## src/rtl/kvclp_pkg.sv

```systemverilog
// kvclp_pkg: types, codes and verb tables for the command line parser
// used by kvclp_core, kvclp_skid and kv_command_line_parser; no dependencies
`timescale 1ns / 1ps
`default_nettype none

package kvclp_pkg;

    localparam int NUM_VERBS = 9;
    localparam logic [7:0] CHAR_SPACE = 8'h20;
    localparam logic [7:0] CHAR_LOWER_A = 8'h61;
    localparam logic [7:0] CHAR_LOWER_Z = 8'h7a;
    localparam logic [7:0] CASE_OFFSET = 8'h20;
    localparam logic [3:0] POS_MAX = 4'd15;

    typedef enum logic [2:0] {
        PH_LEAD    = 3'd0,
        PH_VERB    = 3'd1,
        PH_PRE_KEY = 3'd2,
        PH_KEY     = 3'd3,
        PH_PRE_VAL = 3'd4,
        PH_VALUE   = 3'd5,
        PH_IGNORE  = 3'd6,
        PH_UNKNOWN = 3'd7
    } t_phase;

    localparam logic [3:0] CMD_INVALID  = 4'd0;
    localparam logic [3:0] CMD_LAST_BARE = 4'd6;
    localparam logic [3:0] CMD_SET      = 4'd9;

    localparam logic [2:0] ERR_NONE          = 3'd0;
    localparam logic [2:0] ERR_EMPTY         = 3'd1;
    localparam logic [2:0] ERR_UNKNOWN_VERB  = 3'd2;
    localparam logic [2:0] ERR_MISSING_KEY   = 3'd3;
    localparam logic [2:0] ERR_MISSING_VALUE = 3'd4;

    localparam logic [1:0] ROLE_OTHER = 2'd0;
    localparam logic [1:0] ROLE_KEY   = 2'd1;
    localparam logic [1:0] ROLE_VALUE = 2'd2;

    typedef logic [NUM_VERBS-1:0] t_cand;

    typedef struct packed {
        logic [7:0] char_out;
        logic [1:0] role;
        logic       line_done;
        logic [3:0] command;
        logic [2:0] error_code;
    } t_result;

    localparam logic [3:0] VERB_LEN [NUM_VERBS] = '{
        4'd5, 4'd7, 4'd5, 4'd6, 4'd8, 4'd4, 4'd3, 4'd3, 4'd3
    };

    // text left-aligned, first character in the top byte
    localparam logic [63:0] VERB_TEXT [NUM_VERBS] = '{
        {"STATS", 24'd0},
        {"COMPACT", 8'd0},
        {"BEGIN", 24'd0},
        {"COMMIT", 16'd0},
        "ROLLBACK",
        {"QUIT", 32'd0},
        {"GET", 40'd0},
        {"DEL", 40'd0},
        {"SET", 40'd0}
    };

    function automatic logic [7:0] fold(input logic [7:0] c);
        if (c >= CHAR_LOWER_A && c <= CHAR_LOWER_Z) begin
            return c - CASE_OFFSET;
        end
        return c;
    endfunction

    function automatic logic [7:0] verb_char(input int v, input logic [2:0] p);
        logic [63:0] txt;
        txt = VERB_TEXT[v];
        return txt[(3'd7 - p) * 8 +: 8];
    endfunction

    // lowest set bit wins
    function automatic logic [3:0] code_of(input t_cand v);
        logic [3:0] code;
        code = CMD_INVALID;
        for (int i = NUM_VERBS - 1; i >= 0; i--) begin
            if (v[i]) begin
                code = 4'(i + 1);
            end
        end
        return code;
    endfunction

    function automatic t_cand resolve(input t_cand cand, input logic [3:0] pos);
        t_cand hit;
        hit = '0;
        for (int i = 0; i < NUM_VERBS; i++) begin
            if (cand[i] && VERB_LEN[i] == pos) begin
                hit = t_cand'(1) << i;
            end
        end
        return hit;
    endfunction

endpackage

`default_nettype wire

```

## src/rtl/kv_command_line_parser.sv

```systemverilog
// kv_command_line_parser: top level, parse core feeding a skid-buffered result register
// depends on kvclp_pkg, kvclp_core and kvclp_skid
`timescale 1ns / 1ps
`default_nettype none

// Parses one text command line delivered a byte per word, last word marked by
// i_end_of_line; a word with i_no_char set carries nothing to parse. Every input word
// gives exactly one registered result word: the byte echoed, its role (key or
// value byte), and on the line's last word the command and error code. One word is
// taken per clock while o_stall is low; the only loop is the phase/verb-match state
// update. A result register with one skid word behind it keeps input flowing while
// the output is stalled; o_stall rises only when both are full.
module kv_command_line_parser (
    input  wire logic       i_clk,
    input  wire logic       i_rst_n,
    input  wire logic       i_valid,
    output logic            o_stall,
    input  wire logic [7:0] i_char_byte,
    input  wire logic       i_no_char,
    input  wire logic       i_end_of_line,
    output logic            o_valid,
    input  wire logic       i_stall,
    output logic [7:0]      o_char_out,
    output logic [1:0]      o_role,
    output logic            o_line_done,
    output logic [3:0]      o_command,
    output logic [2:0]      o_error_code
);
    import kvclp_pkg::*;

    t_result core_res, out_res;
    logic    accept;

    assign accept = i_valid && !o_stall;

    kvclp_core u_core (
        .i_clk         (i_clk),
        .i_rst_n       (i_rst_n),
        .i_accept      (accept),
        .i_char_byte   (i_char_byte),
        .i_no_char     (i_no_char),
        .i_end_of_line (i_end_of_line),
        .o_result      (core_res)
    );

    kvclp_skid u_skid (
        .i_clk   (i_clk),
        .i_rst_n (i_rst_n),
        .i_valid (i_valid),
        .o_stall (o_stall),
        .i_data  (core_res),
        .o_valid (o_valid),
        .i_stall (i_stall),
        .o_data  (out_res)
    );

    assign o_char_out   = out_res.char_out;
    assign o_role       = out_res.role;
    assign o_line_done  = out_res.line_done;
    assign o_command    = out_res.command;
    assign o_error_code = out_res.error_code;

endmodule

`default_nettype wire

```

## src/rtl/kvclp_core.sv

```systemverilog
// kvclp_core: parse state registers and the per-word decode logic
// depends on kvclp_pkg
`timescale 1ns / 1ps
`default_nettype none

module kvclp_core (
    input  wire logic              i_clk,
    input  wire logic              i_rst_n,
    input  wire logic              i_accept,
    input  wire logic [7:0]        i_char_byte,
    input  wire logic              i_no_char,
    input  wire logic              i_end_of_line,
    output kvclp_pkg::t_result     o_result
);
    import kvclp_pkg::*;

    t_phase      r_phase, n_phase, s_phase;
    t_cand       r_cand, n_cand, s_cand;
    logic [3:0]  r_pos, n_pos, s_pos;
    logic [1:0]  s_role;
    logic [3:0]  s_command;
    logic [2:0]  s_error;
    logic        sp;
    logic [7:0]  up;
    t_cand       hit_now;
    logic [3:0]  code_now;

    assign sp = (i_char_byte == CHAR_SPACE);
    assign up = fold(i_char_byte);
    assign hit_now = resolve(r_cand, r_pos);
    assign code_now = code_of(hit_now);

    // state after the character itself
    always_comb begin
        s_phase = r_phase;
        s_cand  = r_cand;
        s_pos   = r_pos;
        s_role  = ROLE_OTHER;
        if (!i_no_char) begin
            unique case (r_phase)
                PH_LEAD, PH_VERB: begin
                    if (r_phase == PH_VERB || !sp) begin
                        s_phase = PH_VERB;
                        if (!sp) begin
                            for (int i = 0; i < NUM_VERBS; i++) begin
                                if (r_pos >= VERB_LEN[i] || verb_char(i, r_pos[2:0]) != up) begin
                                    s_cand[i] = 1'b0;
                                end
                            end
                            if (r_pos < POS_MAX) begin
                                s_pos = r_pos + 4'd1;
                            end
                        end else begin
                            s_cand = hit_now;
                            if (code_now == CMD_INVALID) begin
                                s_phase = PH_UNKNOWN;
                            end else if (code_now <= CMD_LAST_BARE) begin
                                s_phase = PH_IGNORE;
                            end else begin
                                s_phase = PH_PRE_KEY;
                            end
                        end
                    end
                end
                PH_PRE_KEY, PH_KEY: begin
                    if (r_phase == PH_KEY || !sp) begin
                        s_phase = PH_KEY;
                        if (!sp) begin
                            s_role = ROLE_KEY;
                        end else begin
                            s_phase = (code_of(r_cand) == CMD_SET) ? PH_PRE_VAL : PH_IGNORE;
                        end
                    end
                end
                PH_PRE_VAL, PH_VALUE: begin
                    if (r_phase == PH_VALUE || !sp) begin
                        s_phase = PH_VALUE;
                        s_role  = ROLE_VALUE;
                    end
                end
                PH_IGNORE, PH_UNKNOWN: begin
                end
            endcase
        end
    end

    // line end verdict
    always_comb begin
        logic [3:0] code_end;
        code_end  = code_of(resolve(s_cand, s_pos));
        s_command = CMD_INVALID;
        s_error   = ERR_NONE;
        if (i_end_of_line) begin
            unique case (s_phase)
                PH_LEAD: s_error = ERR_EMPTY;
                PH_VERB: begin
                    if (code_end == CMD_INVALID) begin
                        s_error = ERR_UNKNOWN_VERB;
                    end else if (code_end <= CMD_LAST_BARE) begin
                        s_command = code_end;
                    end else begin
                        s_error = ERR_MISSING_KEY;
                    end
                end
                PH_PRE_KEY: s_error = ERR_MISSING_KEY;
                PH_KEY: begin
                    if (code_of(s_cand) == CMD_SET) begin
                        s_error = ERR_MISSING_VALUE;
                    end else begin
                        s_command = code_of(s_cand);
                    end
                end
                PH_PRE_VAL: s_error = ERR_MISSING_VALUE;
                PH_VALUE:   s_command = CMD_SET;
                PH_IGNORE:  s_command = code_of(s_cand);
                PH_UNKNOWN: s_error = ERR_UNKNOWN_VERB;
            endcase
        end
    end

    always_comb begin
        n_phase = r_phase;
        n_cand  = r_cand;
        n_pos   = r_pos;
        if (i_accept) begin
            if (i_end_of_line) begin
                n_phase = PH_LEAD;
                n_cand  = '1;
                n_pos   = '0;
            end else begin
                n_phase = s_phase;
                n_cand  = s_cand;
                n_pos   = s_pos;
            end
        end
    end

    always_ff @(posedge i_clk) begin
        if (!i_rst_n) begin
            r_phase <= PH_LEAD;
            r_cand  <= '1;
            r_pos   <= '0;
        end else begin
            r_phase <= n_phase;
            r_cand  <= n_cand;
            r_pos   <= n_pos;
        end
    end

    assign o_result.char_out   = i_char_byte;
    assign o_result.role       = s_role;
    assign o_result.line_done  = i_end_of_line;
    assign o_result.command    = s_command;
    assign o_result.error_code = s_error;

endmodule

`default_nettype wire

```

## src/rtl/kvclp_skid.sv

```systemverilog
// kvclp_skid: result register with a skid word behind it
// depends on kvclp_pkg
`timescale 1ns / 1ps
`default_nettype none

module kvclp_skid (
    input  wire logic              i_clk,
    input  wire logic              i_rst_n,
    input  wire logic              i_valid,
    output logic                   o_stall,
    input  kvclp_pkg::t_result     i_data,
    output logic                   o_valid,
    input  wire logic              i_stall,
    output kvclp_pkg::t_result     o_data
);
    import kvclp_pkg::*;

    logic    r_out_valid, r_skid_valid;
    t_result r_out, r_skid;
    logic    take, acc;

    assign take    = r_out_valid && !i_stall;
    assign acc     = i_valid && !r_skid_valid;
    assign o_stall = r_skid_valid;
    assign o_valid = r_out_valid;
    assign o_data  = r_out;

    always_ff @(posedge i_clk) begin
        if (!i_rst_n) begin
            r_out_valid  <= 1'b0;
            r_skid_valid <= 1'b0;
        end else if (r_skid_valid) begin
            if (take) begin
                r_skid_valid <= 1'b0;
            end
        end else if (acc) begin
            if (!r_out_valid || take) begin
                r_out_valid <= 1'b1;
            end else begin
                r_skid_valid <= 1'b1;
            end
        end else if (take) begin
            r_out_valid <= 1'b0;
        end
    end

    always_ff @(posedge i_clk) begin
        if (r_skid_valid) begin
            if (take) begin
                r_out <= r_skid;
            end
        end else if (acc) begin
            if (!r_out_valid || take) begin
                r_out <= i_data;
            end else begin
                r_skid <= i_data;
            end
        end
    end

endmodule

`default_nettype wire

```

## config.mk

```make
export PLATFORM = sky130hd
export DESIGN_NAME = kv_command_line_parser
export DESIGN_NICKNAME = d
export VERILOG_FILES = /design/src/rtl/kvclp_pkg.sv /design/src/rtl/kv_command_line_parser.sv /design/src/rtl/kvclp_core.sv /design/src/rtl/kvclp_skid.sv
export SDC_FILE = /design/constraint.sdc
export NUM_CORES = 1
export LEC_CHECK = 0
export ABC_AREA = 1
export BUFFER_PORTS_ARGS = -buffer_cell sky130_fd_sc_hd__buf_2
export CAP_MARGIN = 15
export CORE_ASPECT_RATIO = 0.8
export CORE_MARGIN = 4
export CORE_UTILIZATION = 61
export DETAILED_ROUTE_END_ITERATION = 12
export PLACE_DENSITY = 0.81
export SLEW_MARGIN = 20
export SYNTH_ARGS = -nofsm -noshare
export SYNTH_HDL_FRONTEND = slang
export SYNTH_HIERARCHICAL = 1
export SYNTH_SLANG_ARGS = --single-unit
```

## constraint.sdc

```tcl
create_clock -name i_clk -period 3.5 [get_ports i_clk]
set_input_delay 0.175 -clock i_clk [delete_from_list [all_inputs] [get_ports i_clk]]
set_output_delay 0.175 -clock i_clk [all_outputs]
set_load 0.02 [all_outputs]
```

=== After elaboration in Yosys (flattened, before gate mapping) ===
Index checks and enable logic that the tools add are counted.

* Bits in registers: 54

* Add/subtract/negate cells: 3
* $lt $le $gt $ge: 11
* Equal/unequal tests: 38
* Shift operators: 9
* Mux-type cells: 120
* Bitwise operators: 2
* Reductions and logical operators: 51

{| class="wikitable"
|+ Operators by type and width
! kind !! number
|-
| $shiftx A64 B33 Y8 const A || 9
|-
| $mux W4 || 54
|-
| $mux W18 || 4
|-
| $ne A8 B8 Y1 || 9
|-
| $mux W9 || 7
|-
| $mux W3 || 14
|-
| $eq A3 B4 Y1 const A || 8
|-
| $mux W8 || 4
|-
| $logic_and A1 B1 Y1 || 21
|-
| $mux W1 || 20
|-
| $eq A3 B3 Y1 const B || 6
|-
| $pmux W3 S6 || 1
|-
| $ge A4 B3 Y1 const B || 4
|-
| $pmux W4 S4 || 1
|-
| $mux W2 || 7
|-
| $mux W7 || 2
|-
| $logic_or A1 B1 Y1 || 13
|-
| $eq A3 B2 Y1 const B || 4
|-
| $mux W6 || 2
|-
| $mux W5 || 2
|-
| $pmux W3 S3 || 1
|-
| $reduce_and A3 Y1 || 3
|-
| $eq A2 B4 Y1 const A || 2
|-
| $eq A4 B4 Y1 const A || 2
|-
| 21 further kinds || 34
|}

=== Longest topological paths before layout ===
* Depth in word-level cells: 42
* Depth in mapped cells: 24

=== By module ===
Netlist, hierarchy kept.

{| class="wikitable"
|+ Modules (own cells, without submodules)
! module !! times used !! cells each !! area an instance (um^2) !! sequential area each (um^2)
|-
| kvclp_core || 1 || 526 || 2902.8 || 320.3
|-
| kvclp_skid || 1 || 113 || 1428.9 || 1121.1
|-
| kv_command_line_parser || 1 || 2 || 10.0 || 0.0
|}

=== Worst setup path before layout ===
No wires, ideal clock.

* Path type: flip-flop to flip-flop
* Start: register u_core.r_pos[1]
* End: register u_skid.r_out (netlist bit u_skid/o_data[5]), data pin
* Setup time: 0.130 ns
* Arrival: 2.529 ns
* Required time: 3.370 ns
* Path slack: 0.841 ns
* Cell stages (with the launch flop): 24
* Path buffers: 0
* Clock period less this slack: 2.659 ns
* Path through: dfxtp_1 -> inv_1 -> ha_1 -> nand2_1 -> inv_2 -> nand2_1 -> nor2_1 -> nor4_1 -> nor2_1 -> nand3_1 -> nand2_1 -> nand2_1 -> nand3_1 -> nand2_2 -> nand2_1 -> nor2_2 -> inv_2 -> nand2_1 -> inv_1 -> nor2_1 -> a21oi_1 -> nor2_1 -> nand2_1 -> nand2_1

{| class="wikitable"
|+ RTL lines
! what !! line !! source
|-
| from (decl) || kvclp_core.sv:19 || <nowiki>logic [3:0] r_pos, n_pos, s_pos;</nowiki>
|-
| from (signal assigned) || kvclp_core.sv:146 || <nowiki>r_pos <= n_pos;</nowiki>
|-
| to (signal assigned) || kvclp_skid.sv:50 || <nowiki>r_out <= r_skid;</nowiki>
|-
| to (signal assigned) || kvclp_skid.sv:54 || <nowiki>r_out <= i_data;</nowiki>
|-
| to (decl) || kvclp_skid.sv:19 || <nowiki>t_result r_out, r_skid;</nowiki>
|}

==> key figures <==
Status
  • Status: completed

Logic synthesis
  • Post-synth top area share: 24.9%
  • Syn nets: 665
  • Post-Syn Instances: 641
  • Post-synth top area cell: edfxtp_1
  • Synth top area cells: edfxtp_1 25%, nand2_1 18%, dfxtp_1 8.3%
  • Synthesized flop and latch total: 54
  • Synth top cells by count: 211 x nand2_1, 66 x nor2_1, 62 x inv_1, 44 x nand3_1, 36 x edfxtp_1
  • Yosys Warn Count: 6
  • Synth Flop Type: edfxtp_1
  • Avg Cell Area, Syn: 6.77 µm²
  • Synth cell types: 46
  • Count leader, synth: nand2_1
  • Sequential share of the synthesized area: 33.2%
  • FFs w/ async S/R, synth: 0%
  • Cell Area, Synth: 0.00434 mm²
  • Number of synthesized flops with an enable pin: 36

Critical path
  • CP Launch Point: u_core/r_pos[0]$_SDFFE_PN0P_
  • Arr. time, crit path: 3.40 ns
  • Setup crit end kind: register
  • Critical setup path kind: register to register
  • Crit start category: register
  • Worst Path Max Fanout: 10
  • Worst r2r src: u_core/r_pos[0]$_SDFFE_PN0P_
  • Critical path required time: 3.69 ns

Clock network
  • H-tree Lvls: 2
  • Hold_buf cts: 0
  • Clock sinks: 54
  • Max clock buf depth: 2
  • Clock latency on the worst-skew pair: 0.31 ns
  • CTS tree: built
  • CTS root buf: clkbuf_8
  • CTS Buf Count: 5
  • Clock slew at reported path FFs: 0.10 ns

Timing
  • Setup violators final: 0
  • Slew @ Worst Pin: 0.810 ns
  • Final period util: 91.8%
  • Fmax: 311 MHz
  • Tmin final: 3.21 ns
  • Setup TNS: 0 ns
  • RSZ-0062 raised after global routing: no
  • Final hold violations: 0
  • Slew margin rel.: 45.9%
  • Final Skew: 0.0107 ns
  • Fin. max-slew vios: 0

Drt
  • Iteration-0 DRC count of the detailed router: 679
  • DR WL/cell: 16.1 µm
  • Antenna Nets Post-Route: 0
  • 1st-pass router iterations: 5
  • Via count: 4514
  • Total Wirelength: 12200 µm
  • Via density: 5.99
  • Remaining DRCs: 0

Place
  • DP Area: 0.00450 mm²
  • Dpl hpwl: 9350 µm
  • Routability Congestion: 1.02
  • I/O Buffers: 33

Power and ir drop
  • Pwr Density: 326 mW/mm²
  • Leak: 2.22 nW
  • Peak supply drop: 228 µV
  • Power consumption: 0.00152 W

Global routing
  • Initial antenna violation count: 0
  • First-pass GRT wire length: 19700 µm
  • Grt ovf: 0
  • Vias in the first global route: 4015
  • GRT Total Usage: 28.7%
  • Largest net degree at the start of global routing: 25

Final layout
  • Fin area: 0.00467 mm²
  • Layout cells sized above 1: 15.6%
  • NumNets Final: 690
  • P&R area growth vs syn: 7.46%
  • Number of filler cells placed in the layout: 610
  • N_diodes: 0

Floorplanning
  • Initial Utilization: 63.0%
  • Total core area: 0.00689 mm²
  • IO Pins: 34
  • Height of the die: 83.5 µm
  • Die area: 0.00854 mm²
  • Num rows: 27
  • Die Width: 102 µm

Worst hold path
  • Hold Crit Class: input pin to register
  • Hold wc startpoint: i_char_byte[5]

Job
  • Max Cap Viol: 0
-- critical path, cell delays in order (launching register included) --
cell	delay (ns)
dfxtp_2	0.42
inv_4	0.11
ha_1	0.25
nand2_2	0.18
nor3_4	0.08
buf_4	0.17
nor4_2	0.38
nor2_1	0.07
nand3_1	0.08
nand2_1	0.05
nand2_1	0.06
nand3_1	0.11
nand2_2	0.16
nand2_1	0.10
nor2_2	0.16
inv_2	0.04
nand2_1	0.10
inv_1	0.05
nor2_1	0.09
a21oi_1	0.05
nor2_1	0.22
nand2_1	0.10
nand2_1	0.08
-- metrics by stage --
step	utilization (%)	std cells	worst slack [ns]	hold WS (ns)
after floorplan	-	641	0.841	0.273
after global placement	65.3	745	0.383	0.435
after detailed placement	65.3	745	0.278	0.442
after CTS	67.1	753	0.242	0.114
after global routing	67.7	754	0.0180	0.116
final	67.7	754	0.286	0.124
-- cells in the final DEF (no fill, tap or decap), types with 11 or more instances in the layout --
master    netlist  final
buf_2           4     33
nand2_1       211    210
nand4_1        15     15
dfxtp_1        18     17
o211ai_1       12     12
inv_2          12     12
edfxtp_1       36     36
a21oi_1        25     23
nand3_1        44     44
o21ai_0        22     22
nor3_1         16     16
inv_1          62     61
nor2_1         66     65
xor2_1         11     11
-- final timing paths --
kind         slack (ns)                     endpoint  depth (start not counted)
min reg2reg        0.51   u_skid/o_data[2]$_DFFE_PP_                          2
min                0.12  u_skid/r_skid[15]$_DFFE_PP_                          1
max reg2reg        0.29   u_skid/o_data[5]$_DFFE_PP_                         22
max                0.29   u_skid/o_data[5]$_DFFE_PP_                         22
-- kinds of logic after synthesis --
group                      count (synthesis)  synth area share (%)
adders and majority gates                 10                  2.88
buffers and inverters                    105                  11.3
and+or+nand+nor                          381                  38.6
DFF                                       54                  33.2
AOI/OAI and AO/OA                         78                  10.9
xor gates and xnor gates                  13                  3.05
-- report_power, final --
part / internal, W / switching (W) / leakage, nW
Sequential: 0.000716 / 0.0000197 / 0.496
Combinational: 0.000101 / 0.000242 / 1.66
Clock: 0.000235 / 0.000206 / 0.0618
Total: 0.00105 / 0.000468 / 2.22
-- area by class of cell --
type	count	area (µm²)	area share (%)
clock buffers	6	82.6	1.77
clock inverters	2	38.8	0.831
inverters	83	334	7.16
multi-input cells	482	2440	52.3
flip-flops and latches	54	1440	30.9
well taps	87	109	2.33
repair buffers	40	218	4.67
-- per-layer routing --
layer	track usage [%]	routed length (µm)	up-vias
met2	41.2	5110	285
met3	5.93	1510	32
met4	7.27	223	0
li1	-	-	2126
met5	0	0	-
met1	43.8	5330	2071
-- sequential cells by signal (all words and copies together) (netlist names) --
register,cells
u_core/r_phase,3
u_core/r_cand,9
u_skid/r_skid,18
u_skid/o_stall,1
u_skid/o_data,18
u_core/r_pos,4
u_skid/o_valid,1
-- what timing repair did --
item                       CTS  global route
setup endpoints to repair    0            11
buffers inserted             0             1
gates resized for setup      0            10
Note: power is estimated with default switching activity, not from simulation.
